<file path="src/sv/twpa_pkg.sv">
`timescale 1ns / 1ps

package twpa_pkg;

  localparam int DATA_W    = 32;
  localparam int SUM_W     = 37;
  localparam int NUM_WIN   = 3;
  localparam int NUM_AXES  = 3;
  localparam int NUM_LANES = NUM_WIN * NUM_AXES;
  localparam int LANE_W    = $clog2(NUM_LANES);
  localparam int BIT_W     = $clog2(SUM_W);
  localparam int RD_STEPS  = NUM_WIN + 1;

  typedef struct packed {
    logic signed [DATA_W-1:0] pos_x;
    logic signed [DATA_W-1:0] pos_y;
    logic signed [DATA_W-1:0] pos_z;
  } in_item_t;

  typedef struct packed {
    logic signed [DATA_W-1:0] short_avg_x;
    logic signed [DATA_W-1:0] short_avg_y;
    logic signed [DATA_W-1:0] short_avg_z;
    logic signed [DATA_W-1:0] mid_avg_x;
    logic signed [DATA_W-1:0] mid_avg_y;
    logic signed [DATA_W-1:0] mid_avg_z;
    logic signed [DATA_W-1:0] long_avg_x;
    logic signed [DATA_W-1:0] long_avg_y;
    logic signed [DATA_W-1:0] long_avg_z;
  } out_item_t;

  typedef enum logic [2:0] {
    ST_IDLE,
    ST_READ,
    ST_UPDATE,
    ST_DIV,
    ST_FIX,
    ST_DONE
  } state_t;

  typedef struct packed {
    logic step;
    logic first;
  } div_ctl_t;

endpackage

</file>
<file path="src/sv/twpa_serial_div.sv">
`timescale 1ns / 1ps

module twpa_serial_div #(
  parameter int DIV_W = 6
) (
  input  logic                clk,
  input  twpa_pkg::div_ctl_t  ctl,
  input  logic                d_bit,
  input  logic [DIV_W-1:0]    divisor,
  output logic                q_bit,
  output logic                exact
);

  logic [DIV_W-1:0] rem_r;
  logic [DIV_W-1:0] rem_cur;
  logic [DIV_W-1:0] rem_nxt;
  logic [DIV_W:0]   trial;
  logic [DIV_W:0]   diff;

  // restoring step, one quotient bit per cycle while ctl.step is set
  always_comb begin
    rem_cur = ctl.first ? '0 : rem_r;
    trial   = {rem_cur, d_bit};
    diff    = trial - {1'b0, divisor};
    if (trial >= {1'b0, divisor}) begin
      q_bit   = 1'b1;
      rem_nxt = diff[DIV_W-1:0];
    end else begin
      q_bit   = 1'b0;
      rem_nxt = trial[DIV_W-1:0];
    end
    exact = (rem_nxt == (divisor - DIV_W'(1)));
  end

  always_ff @(posedge clk) begin
    if (ctl.step) begin
      rem_r <= rem_nxt;
    end
  end

endmodule
</file>
<file path="config.mk">
export PLATFORM = sky130hd
export DESIGN_NAME = twpa_serial_div
export DESIGN_NICKNAME = d
export VERILOG_FILES = /design/src/sv/twpa_pkg.sv /design/src/sv/twpa_serial_div.sv
export SDC_FILE = /design/constraint.sdc
export NUM_CORES = 1
export LEC_CHECK = 0
export BUFFER_PORTS_ARGS = -buffer_cell sky130_fd_sc_hd__buf_2
export CORE_MARGIN = 4
export CORE_UTILIZATION = 50
export DETAILED_ROUTE_END_ITERATION = 12
export GPL_TIMING_DRIVEN = 0
export PLACE_DENSITY = 0.75
export SLEW_MARGIN = 20
export SYNTH_ARGS = -nofsm -noshare
export SYNTH_HDL_FRONTEND = slang
export SYNTH_SLANG_ARGS = --single-unit
</file>
<file path="constraint.sdc">
create_clock -name clk -period 9.1 [get_ports clk]
set_input_delay 2.275 -clock clk [delete_from_list [all_inputs] [get_ports clk]]
set_output_delay 2.275 -clock clk [all_outputs]
set_load 0.01 [all_outputs]
</file>
After elaboration in Yosys (flattened, before gate mapping)
Cells that the tools add are included.

operators by class
  magnitude comparators = 1
  $add $sub $neg = 2
  multiplexer cells = 3
  equality and inequality tests = 1

operator list
  kind                                                                number
  6-bit two-way mux                                                   2
  7-bit by 6-bit >= comparator with 1-bit output                      1
  6-bit equality test                                                 1
  6-bit by 1-bit subtractor with 6-bit output, second input constant  1
  6-bit subtractor                                                    1
  1-bit two-way mux                                                   1

word-level totals
  word-level logic and storage cells = 8
  bits of input ports = 10
  flip-flop bits (word level) = 6
  output and inout bits = 2

Logic depth before layout (Yosys ltp)
Gate-level depths: netlist of the first run.

  depth after elaboration = 4
  depth in mapped cells = 12
  depth with buffers taken out = 10

Least setup slack after synthesis of the first run
Ideal clock, no wire load.

  path type = input to output
  from = input port ctl[0] (netlist name)
  to = output port exact
  slack = 2.428 ns
  path buffers = 2
  data required time = 6.825 ns
  stages on the path = 12
  arrival time = 4.397 ns
  path through = buf_6 nand2b_1 inv_2 ha_1 a21oi_2 inv_1 a221oi_1 nand2_1 buf_4 mux2i_4 xnor2_1 nor4b_2

between the ends
  longest elaborated chain between the ends = 4

RTL lines
  item                                                                                       RTL line                                      source
  start, declared                                                                            twpa_serial_div.sv:7                          input twpa_pkg::div_ctl_t ctl,
  6-bit two-way mux (*)                                                                      twpa_serial_div.sv:22                         rem_cur = ctl.first ? '0 : rem_r;
  6-bit subtractor / 7-bit by 6-bit >= comparator with 1-bit output (equally long branches)  twpa_serial_div.sv:24, twpa_serial_div.sv:25
  6-bit two-way mux (*)                                                                      twpa_serial_div.sv:25                         if (trial >= {1'b0, divisor}) begin
  via rem_nxt[4]                                                                             twpa_serial_div.sv:16                         logic [DIV_W-1:0] rem_nxt;
  6-bit equality test (*)                                                                    twpa_serial_div.sv:32                         exact = (rem_nxt == (divisor - DIV_W'(1)));
  end, declared                                                                              twpa_serial_div.sv:11                         output logic exact

Mark *: on every way through the listed nets, which the timed path passes. The rest lies on a longest branch.

Worst setup path after layout of the first run
Ends and elaborated chain as after synthesis.

==> metrics.md, run 1 <==
| Metric | Value |
|---|---|
| # IOs | `12` |
| IO Port Bufs | `10` |
| Max-cap violations | `0` |
| Most numerous cell in the Yosys netlist | `inv_1` |
| # setup viols final | `0` |
| Hold Buf Count CTS | `0` |
| Clock Sinks | `6` |
| Yosys warns | `0` |
| WHS Path Cells | `2` |
| Syn Nets | `127` |
| Post-CTS Resized | `0` |
| Fmax | `0.142 GHz` |
| Period utilization | `0.777` |
| Setup Fix Bufs, Post-CTS | `0` |
| Global route overflow | `0` |
| Nets | `142` |
| Met1 Usage GRT | `0.210` |
| Hold Vio Cnt, Final | `0` |
| Largest registers | `rem_r (6)` |
| Synth Area per Inst | `8.92 um^2` |
| Final Max Tran Viols | `0` |
| Via count | `841` |
| Met3 Use GR | `0.0401` |
| Reg2reg path depth | `9` |
| Drt drc | `0` |
| Total Negative Setup Slacks | `0 ns` |
| Max FFs per register | `6` |
| Fraction of layout cells with a size suffix above 1 | `0.221` |
| N_diodes | `0` |
| R2R setup slack | `6.70 ns` |
| 1st-pass router iterations | `4` |
| Initial Utilization | `0.545` |
| DR iter-0 viols | `14` |
| Area grow syn2layout | `10.7%` |
| Post-DRT Antenna Nets | `0` |
| Synthesized instance count | `109` |
| Min Clock Period, post-route | `7.07 ns` |
| Unrepaired setup endpoints after global routing | `false` |
| Hold WS | `0.782 ns` |
| Pwr/cell area | `133 mW/mm^2` |
| Placer congestion estimate | `0.828` |
| Final setup skew | `0.00169 ns` |
| FP Rows | `15` |
| Unique cell type count in the Yosys netlist | `48` |
| Post-synth top area cell | `edfxtp_1` |
| CTS Buffer Depth | `2` |
| Main synth FF type | `edfxtp_1` |
| CTS tree | `done` |
| HP Class | `flip-flop to flip-flop` |
| Slew @ Worst Pin | `0.426 ns` |
| Critical path capture point type | `output port` |
| Die X | `52.1 um` |
| Top cells by area, synth | `edfxtp_1 19%, ha_1 9.0%, xor2_1 7.2%, xnor2_1 6.3%, inv_1 5.4%` |
| Post-synth top area share | `0.185` |
| First-pass GRT wire length | `3.45 mm` |
| Worst skew pair latency | `0.24 ns` |
| Syn Std Cell Area | `972 um^2` |
| HPWL Detailed | `1.75 mm` |
| Number of global-route vias before repair | `771` |
| Total GRT Usage | `0.168` |
| EDFF count, synth | `6` |
| Fraction of registers with async set/reset | `0` |
| Cts bufs inserted | `3` |
| Top cells by count, synth | `14 x inv_1, 8 x xor2_1, 7 x ha_1, 7 x xnor2_1, 6 x edfxtp_1` |
| DRT Wirelength | `2.07 mm` |
| Critical Path Start Type | `input port` |
| Final design area excluding fillers | `0.00108 mm^2` |
| Antenna violations before repair | `0` |
| Die area | `0.00271 mm^2` |
| Seq/Total Area, Yosys | `0.185` |
| H-Tree Depth | `1` |
| M2 GR Usage | `0.299` |
| Routed vias/inst | `5.72` |
| Die H | `52.1 um` |
| Leakage | `0.476 nW` |
| Slew HR | `0.715` |
| Peak supply drop | `0.0000818 V` |
| Most flop-heavy register | `rem_r` |
| WP data arrival | `4.79 ns` |
| Crit path max fanout | `10` |
| Area after DPL | `0.00105 mm^2` |
| Core area | `0.00178 mm^2` |
| Core Util, Final | `0.604` |
| Root Driver | `clkbuf_4` |
| Most Crowded Layer GR | `met2` |
| Clock slew at reported path FFs | `0.04 ns` |
| WL/cell | `14.1 um` |
| Largest net degree at the start of global routing | `11` |
| Crit path kind | `input port to output port` |
| Status | `completed` |
| Req. time, crit path | `6.83 ns` |
| Synth Register Bits | `6` |
worst max-delay path, cell delays in order:
cell      delay [ns]
buf_2           0.09
buf_6           0.14
nand2b_1        0.22
inv_2           0.06
ha_1            0.31
a21oi_2         0.23
inv_1           0.07
a221oi_1        0.31
nand2_1         0.14
buf_4           0.21
mux2i_4         0.20
xnor2_1         0.16
nor4b_2         0.23
buf_2           0.16
per-stage QoR:
stage | total power (W) | setup slack, ns | cells
global route | 0.000154 | 1.81 | 147
floorplan | 0.000103 | 2.43 | 109
global placement | 0.000117 | 2.10 | 144
detailed placement | 0.000120 | 2.03 | 144
CTS | 0.000144 | 2.02 | 147
finish | 0.000143 | 2.03 | 147
area by class of cell:
cell class              instances  area, um^2
flip-flops and latches          6         180
plain buffers                   3        26.3
multi-input cells              85         709
fillers                       160         707
repair buffers                 10        50.0
well taps                      25        31.3
inverters                      15        56.3
clock buffers                   3        22.5
placed cells by master, fill, tap and decap left out, types with 4 or more instances in the layout:
master / instances
buf_2: 10
edfxtp_1: 6
ha_1: 7
inv_1: 14
nand3_1: 5
nor2_1: 4
xnor2_1: 7
xor2_1: 8
cell families after synthesis:
group                    synth area share
multiplexers                       0.0553
buffers and inverters              0.0849
AO/OA/AOI/OAI                       0.190
flip-flops                          0.185
XOR/XNOR                            0.135
AND/OR/NAND/NOR                     0.238
adder cells (fa/ha/maj)             0.111
per-layer routing:
metal	up-vias	wire length, um
met2	16	1070
met5	-	0
met4	0	0
li1	422	-
met3	0	79
met1	403	912
power by group:
part	switching, W	internal [W]	total (W)	leakage [nW]
Combinational	0.0000433	0.0000360	0.0000793	0.402
Sequential	0.00000329	0.0000372	0.0000405	0.0600
Clock	0.00000870	0.0000149	0.0000236	0.0138
Total	0.0000553	0.0000881	0.000143	0.476
worst paths after layout:
kind / start / endpoint
worst min-delay path: rem_r[2] / rem_r[3]
worst min register to register: rem_r[2] / rem_r[3]
worst max-delay path: ctl[0] / exact
worst max register to register: rem_r[3] / rem_r[4]
(Power assumes the default switching activity.)
==> run 2: changes to the inputs <==
--- a/config.mk
+++ b/config.mk
@@ -5,12 +5,13 @@
 export SDC_FILE = /design/constraint.sdc
 export NUM_CORES = 1
 export LEC_CHECK = 0
+export ABC_AREA = 1
 export BUFFER_PORTS_ARGS = -buffer_cell sky130_fd_sc_hd__buf_2
 export CORE_MARGIN = 4
 export CORE_UTILIZATION = 50
 export DETAILED_ROUTE_END_ITERATION = 12
 export GPL_TIMING_DRIVEN = 0
-export PLACE_DENSITY = 0.75
+export PLACE_DENSITY = 0.76
 export SLEW_MARGIN = 20
 export SYNTH_ARGS = -nofsm -noshare
 export SYNTH_HDL_FRONTEND = slang
==> constraint.sdc (replaced) <==
create_clock -name clk -period 6.6 [get_ports clk]
set_input_delay 1.65 -clock clk [delete_from_list [all_inputs] [get_ports clk]]
set_output_delay 1.65 -clock clk [all_outputs]
set_load 0.01 [all_outputs]
==> run 2 against run 1 <==
Effect of this change: hold slack worse by 0.028 ns; largest cell class unchanged; die area is 5.9% lower; non-clock buffer count is 2 lower.
==> metrics.md, run 2 <==
| Metric | Value |
|---|---|
| IO Port Bufs | `11 (+1)` |
| Most numerous cell in the Yosys netlist | `nand2_1` |
| Clock Sinks | `6 (unchanged)` |
| Clk pwr share | `0.181 (+0.017)` |
| Crit path kind | `input port to output port` |
| Worst Hold End | `rem_r[4]` |
| Min Clock Period, post-route | `5.46 ns` |
| Final Max Tran Viols | `0 (unchanged)` |
| Worst r2r src | `rem_r[3]` |
| Most flop-heavy register | `rem_r` |
| Global route overflow | `0 (unchanged)` |
| N_diodes | `0 (unchanged)` |
| Top cells by area, synth | `edfxtp_1 20%, nand2_1 19%, nand3_1 10%, ha_1 9.7%, inv_1 8.7%` |
| Crit path max fanout | `10 (unchanged)` |
| Cts bufs inserted | `3 (unchanged)` |
| Total Negative Setup Slacks | `0 ns (unchanged)` |
| CTS Buffer Depth | `2 (unchanged)` |
| Peak supply drop | `0.000170 V (+110%)` |
| Pint | `0.000107 W (+22%)` |
| Die X | `50.5 um (-3.0%)` |
| Syn Std Cell Area | `905 um^2 (-6.9%)` |
| WL/cell | `11.1 um (-21%)` |
| Die area | `0.00255 mm^2 (-5.9%)` |
| Power Total | `0.000185 W (+29%)` |
| Worst Hold Launch | `rem_r[3]` |
| Max-cap violations | `0 (unchanged)` |
| Pwr/cell area | `183 mW/mm^2 (+37%)` |
| Syn Nets | `155 (+22%)` |
| Cell Count, Final, Fillers Out | `176 (+20%)` |
| Slowest CP cell | `ha_1` |
| Via count | `888 (+5.6%)` |
| Fillers | `188 (+18%)` |
| Worst skew pair latency | `0.25 ns (about the same)` |
| Final design area excluding fillers | `0.00101 mm^2 (-5.8%)` |
| Combinational share of power | `0.532 (-0.021)` |
| Routed vias/inst | `5.05 (-12%)` |
| Status | `completed` |
| Synth Register Bits | `6 (unchanged)` |
| Multi-input gate area | `638 um^2 (-10%)` |
| Seq/Total Area, Yosys | `0.199 (+0.0138)` |
| Largest net degree at the start of global routing | `11 (unchanged)` |
| CTS tree | `done` |
| Hold WS | `0.755 ns (-0.0277 ns)` |
| Max FFs per register | `6 (unchanged)` |
| Setup Fix Bufs, Post-CTS | `0 (unchanged)` |
| # setup viols final | `0 (unchanged)` |
| FF-to-FF End | `rem_r[5]` |
| DR iter-0 viols | `18 (+4)` |
| Period utilization | `0.827` |
| Fraction of layout cells with a size suffix above 1 | `0.185 (-0.0359)` |
| CP peak stage delay | `0.26 ns (-0.05 ns)` |
| Placer congestion estimate | `0.803 (-3.1%)` |
| Sw Share | `0.420 (+0.0349)` |
| Yosys warns | `0 (unchanged)` |
| Initial Utilization | `0.524 (-0.0213)` |
| # IOs | `12 (unchanged)` |
| Most frequent cells in the layout | `45 x nand2_1, 21 x inv_1, 18 x nand3_1` |
| Crit path cell chain | `buf_2, inv_2, nand2_1, inv_1, ha_1, a21o_1, a21oi_1, nand2_1, nor2_8, nand2_8, nand2_1, nand2_1, nand2_1, nand2_1, nor2_1, nand2_1, nor2_1, buf_2` |
| Root Driver | `clkbuf_4` |
| Die H | `50.5 um (-3.0%)` |
| Fraction of registers with async set/reset | `0 (unchanged)` |
| Largest registers | `rem_r (6)` |
| Most common cell after layout, fill and taps aside | `nand2_1` |
| Reported net switching power | `0.0000778 W (+41%)` |
| Core area | `0.00173 mm^2 (-3.2%)` |
| Hold Buf Count CTS | `0 (unchanged)` |
| Synthesized instance count | `137 (+26%)` |
| Top cells by count, synth | `45 x nand2_1, 21 x inv_1, 18 x nand3_1` |
| Nets | `171 (+20%)` |
| R2R setup slack | `4.51 ns (-2.19 ns)` |
| Critical path capture point type | `output port` |
| Seq pwr share | `0.287 (+0.004)` |
| 1st-pass router iterations | `4 (unchanged)` |
| WHS Path Cells | `4 (+2)` |
| HPWL Detailed | `1.64 mm (-6.2%)` |
| Post-Place Cells | `173 (+20%)` |
| Area grow syn2layout | `12.0%` |
| EDFF count, synth | `6 (unchanged)` |
| Area after DPL | `991 um^2 (-5.9%)` |
| Unrepaired setup endpoints after global routing | `false` |
| Number of global-route vias before repair | `793 (+2.9%)` |
| Post-DRT Antenna Nets | `0 (unchanged)` |
| Slew HR | `0.854 (+0.139)` |
| Main synth FF type | `edfxtp_1` |
| Req. time, crit path | `4.95 ns (-1.88 ns)` |
| Drt drc | `0 (unchanged)` |
| Post-synth top area share | `0.199 (+0.0138)` |
| Clock slew at reported path FFs | `0.05 ns (about the same)` |
| FP Rows | `15 (unchanged)` |
| Unique cell type count in the Yosys netlist | `23 (-52%)` |
| Post-CTS Resized | `0 (unchanged)` |
| Reg2reg path depth | `10 (+1)` |
| Most Frequent Cell on Critical Path | `nand2_1` |
| Synth Area per Inst | `6.60 um^2 (-26%)` |
| HP Class | `flip-flop to flip-flop` |
| Post-synth top area cell | `edfxtp_1` |
| Total GRT Usage | `0.163 (-0.00511)` |
| Antenna violations before repair | `0 (unchanged)` |
| Critical Path Start Type | `input port` |
| Fmax | `0.183 GHz` |
| Final setup skew | `0.00525 ns (+0.00356 ns)` |
| WP data arrival | `3.81 ns (-0.98 ns)` |
| H-Tree Depth | `1 (unchanged)` |
| WP buf/inv | `4 (-2)` |
| Slew @ Worst Pin | `0.219 ns (-0.207 ns)` |
| Hold Vio Cnt, Final | `0 (unchanged)` |
| Reg area | `180 um^2 (unchanged)` |
| Leakage | `0.581 nW (+22%)` |
| Delay-heaviest family, CP | `simple AND/OR/NAND/NOR gates` |
| First-pass GRT wire length | `3.15 mm (-8.8%)` |
| DRT Wirelength | `1.96 mm (-5.0%)` |
run 2: power groups by stage:
stage          Combinational (W)  Clock [W]  Sequential (W)
2_1_floorplan          0.0000765          0       0.0000529
3_3_place_gp           0.0000948          0       0.0000536
3_5_place_dp           0.0000984          0       0.0000537
4_1_cts                0.0000989  0.0000348       0.0000531
5_1_grt                 0.000111  0.0000395       0.0000533
6_report               0.0000986  0.0000334       0.0000531
run 2: through the flow:
stage / worst slack [ns] / util
6_report: 1.14 / 0.587
5_1_grt: 0.913 / 0.587
4_1_cts: 1.14 / 0.587
3_5_place_dp: 1.15 / 0.574
3_3_place_gp: 1.20 / 0.574
2_1_floorplan: 1.61 / -
run 2: routing by layer:
layer / share of wire / global-route usage / vias up
met5: 0 / 0 / -
met2: 0.51 / 0.287 / 22
met3: 0.054 / 0.0534 / 0
met4: 0 / 0.0269 / 0
met1: 0.44 / 0.195 / 400
li1: - / - / 466
run 2: how the worst max path moves through the flow:
stage / startpoint / to / depth (start not counted)
6_report: ctl[0] / exact / 18
5_1_grt: ctl[0] / exact / 18
4_1_cts: ctl[0] / exact / 18
3_5_place_dp: ctl[0] / exact / 18
3_3_place_gp: ctl[0] / exact / 18
2_1_floorplan: ctl[0] / exact / 16
run 2: final cells by class:
type                    instances  area share
clock buffers                   3      0.0222
inverters                      23      0.0852
multi-input cells             108       0.630
flip-flops and latches          6       0.178
well taps                      25      0.0309
repair buffers                 11      0.0543
run 2: cells by family (layout without fill, tap and decap cells):
kind of cell	after synthesis	after routing	synth area share
simple gates	89	89	0.502
xor+xnor	5	5	0.0484
fa+ha+maj	8	8	0.119
buf+inv	23	37	0.0954
flops	6	6	0.199
compound gates	6	6	0.0360
run 2: worst register-to-register path, cell delays in order, from the launching register on:
cell and delay (ns):
edfxtp_1 0.38, nand2_1 0.10, inv_1 0.07, ha_1 0.31, a21o_1 0.22, a21oi_1 0.13
nand2_1 0.14, nor2_8 0.21, nand2_8 0.10, nand3_1 0.12, nand2_1 0.06
==> run 3: changes to the inputs <==
--- a/config.mk
+++ b/config.mk
@@ -5,13 +5,13 @@
 export SDC_FILE = /design/constraint.sdc
 export NUM_CORES = 1
 export LEC_CHECK = 0
-export ABC_AREA = 1
+export ABC_AREA = 0
 export BUFFER_PORTS_ARGS = -buffer_cell sky130_fd_sc_hd__buf_2
 export CORE_MARGIN = 4
 export CORE_UTILIZATION = 50
 export DETAILED_ROUTE_END_ITERATION = 12
 export GPL_TIMING_DRIVEN = 0
-export PLACE_DENSITY = 0.76
+export PLACE_DENSITY = 0.75
 export SLEW_MARGIN = 20
 export SYNTH_ARGS = -nofsm -noshare
 export SYNTH_HDL_FRONTEND = slang
==> constraint.sdc (replaced) <==
create_clock -name clk -period 5.3 [get_ports clk]
set_input_delay 1.325 -clock clk [delete_from_list [all_inputs] [get_ports clk]]
set_output_delay 1.325 -clock clk [all_outputs]
set_load 0.01 [all_outputs]
==> run 3 against run 2 <==
Effect of this change: via count down 4.8%; first-iteration DRC count down 17%; global-route usage up 0.51 points; highest routed layer unchanged; die area up 6.3%; sequential cell count unchanged; final area up 6.8%; count of clock-buffer cells in the layout unchanged; largest power group unchanged; worst setup slack worse by 0.94 ns; utilization up 2.0 points.
==> metrics.md, run 3 (synthesized netlist as in run 1, its figures left out) <==
| Metric | Value |
|---|---|
| Met3 Use GR | `0.0401 (-0.0133)` |
| Peak supply drop | `0.000141 V (-17%)` |
| Drt drc | `0 (unchanged)` |
| Cts bufs inserted | `3 (unchanged)` |
| Setup Fix Bufs, Post-CTS | `0 (unchanged)` |
| Placer congestion estimate | `0.828 (+3.2%)` |
| 1st-pass router iterations | `4 (unchanged)` |
| Most Frequent Cell on Critical Path | `buf_2` |
| Pwr/cell area | `229 mW/mm^2 (+25%)` |
| Die H | `52.1 um (+3.1%)` |
| Area grow syn2layout | `11.3%` |
| First-pass GRT wire length | `3.45 mm (+9.7%)` |
| Status | `completed` |
| FP Rows | `15 (unchanged)` |
| Crit path cell chain | `buf_2, buf_6, nand2b_1, inv_2, ha_1, a21oi_2, inv_1, a221oi_2, nand2_1, buf_4, mux2i_4, xnor2_1, nor4b_2, buf_2` |
| Critical path capture point type | `output port` |
| Reg2reg path depth | `9 (-1)` |
| Worst skew pair latency | `0.24 ns (about the same)` |
| Die area | `0.00271 mm^2 (+6.3%)` |
| DRT Wirelength | `2.07 mm (+5.4%)` |
| WHS Path Cells | `2 (-2)` |
| IO Port Bufs | `10 (-1)` |
| HP Class | `flip-flop to flip-flop` |
| # IOs | `12 (unchanged)` |
| Global route overflow | `0 (unchanged)` |
| Largest registers | `rem_r (6)` |
| Req. time, crit path | `3.97 ns (-0.98 ns)` |
| Hold Buf Count CTS | `0 (unchanged)` |
| WL/cell | `14.1 um (+26%)` |
| Largest net degree at the start of global routing | `11 (unchanged)` |
| Most frequent cells in the layout | `14 x inv_1, 10 x buf_2, 8 x xor2_1` |
| Fmax | `0.196 GHz` |
| WP buf/inv | `6 (+2)` |
| Slew @ Worst Pin | `0.426 ns (+0.207 ns)` |
| Via count | `845 (-4.8%)` |
| Cell Count, Final, Fillers Out | `147 (-16%)` |
| Unrepaired setup endpoints after global routing | `false` |
| Final setup skew | `0.00161 ns (-0.00364 ns)` |
| Delay-heaviest family, CP | `buffers and inverters` |
| Total GRT Usage | `0.168 (+0.00511)` |
| Routed vias/inst | `5.75 (+14%)` |
| Antenna violations before repair | `0 (unchanged)` |
| Nets | `142 (-17%)` |
| M2 GR Usage | `0.299 (+0.0122)` |
| Most common cell after layout, fill and taps aside | `inv_1` |
| Hold Vio Cnt, Final | `0 (unchanged)` |
| Fraction of layout cells with a size suffix above 1 | `0.230 (+0.0441)` |
| Total Negative Setup Slacks | `0 ns (unchanged)` |
| Critical Path Start Type | `input port` |
| Final Max Tran Viols | `0 (unchanged)` |
| Critical path depth | `14 (-4)` |
| # setup viols final | `0 (unchanged)` |
| Min Clock Period, post-route | `5.10 ns` |
| Max-cap violations | `0 (unchanged)` |
| Leakage | `0.478 nW (-18%)` |
| DR iter-0 viols | `15 (-3)` |
| Slew HR | `0.715 (-0.139)` |
| Period utilization | `0.962` |
| Number of global-route vias before repair | `771 (-2.8%)` |
| Initial Utilization | `0.545 (+0.0213)` |
| Slowest CP cell | `ha_1` |
| Met1 Usage GRT | `0.210 (+0.0153)` |
| Clock slew at reported path FFs | `0.04 ns (about the same)` |
| WP data arrival | `3.77 ns (-0.04 ns)` |
| Root Driver | `clkbuf_4` |
| Most flop-heavy register | `rem_r` |
| Die X | `52.1 um (+3.1%)` |
| Core area | `0.00178 mm^2 (+3.3%)` |
| HPWL Detailed | `1.75 mm (+6.6%)` |
| Max FFs per register | `6 (unchanged)` |
| Clock Sinks | `6 (unchanged)` |
| Most Crowded Layer GR | `met2` |
| N_diodes | `0 (unchanged)` |
| CTS Buffer Depth | `2 (unchanged)` |
| H-Tree Depth | `1 (unchanged)` |
| CTS tree | `done` |
| Crit path kind | `input port to output port` |
| CP peak stage delay | `0.31 ns (+0.05 ns)` |
| Post-DRT Antenna Nets | `0 (unchanged)` |
| Crit path max fanout | `10 (unchanged)` |
| Post-Place Cells | `144 (-17%)` |
[run 3: final timing paths]
kind,startpoint,to,slack (ns)
max,ctl[0],exact,0.20
min,rem_r[2],rem_r[3],0.78
max reg2reg,rem_r[3],rem_r[4],2.97
min reg2reg,rem_r[2],rem_r[3],0.78
[run 3: tightest hold or removal path: stages, from the launching register on]
cell      delay [ns]
edfxtp_1        0.31
nor2b_1         0.16
mux2_2          0.19
[run 3: timing repair]
item	in CTS	in global routing
endpoints found under the setup margin	0	1
hold endpoints to repair	0	0
gates resized for setup	0	1
[run 3: through the flow]
stage                     cell area (um^2)  utilization  setup slack, ns  total power [W]  hold slack (ns)
after global placement                1050        0.591            0.198         0.000201            0.779
after CTS                             1080        0.604            0.125         0.000248            0.797
final                                 1080        0.607            0.204         0.000248            0.782
after floorplan                        972            -            0.528         0.000176            0.721
after detailed placement              1050        0.591            0.129         0.000206            0.786
after global routing                  1080        0.607          0.00107         0.000266            0.847
[run 3: final cells by class]
cell class,count,area [um^2]
plain buffers,3,26.3
inverters,15,56.3
multi-input cells,85,716
clock buffers,3,22.5
fillers,160,701
repair buffers,10,50.0
well taps,25,31.3
flip-flops and latches,6,180
[run 3: power breakdown]
| group | switching (W) | internal, W |
|---|---|---|
| Sequential | 0.00000586 | 0.0000640 |
| Combinational | 0.0000749 | 0.0000626 |
| Clock | 0.0000150 | 0.0000255 |
[run 3: layer usage]
| layer | part of all wire | vias to the layer above | wire, um |
|---|---|---|---|
| li1 | - | 421 | - |
| met1 | 0.44 | 408 | 914 |
| met2 | 0.52 | 16 | 1080 |
| met3 | 0.036 | 0 | 74 |
| met4 | 0 | 0 | 0 |
| met5 | 0 | - | 0 |
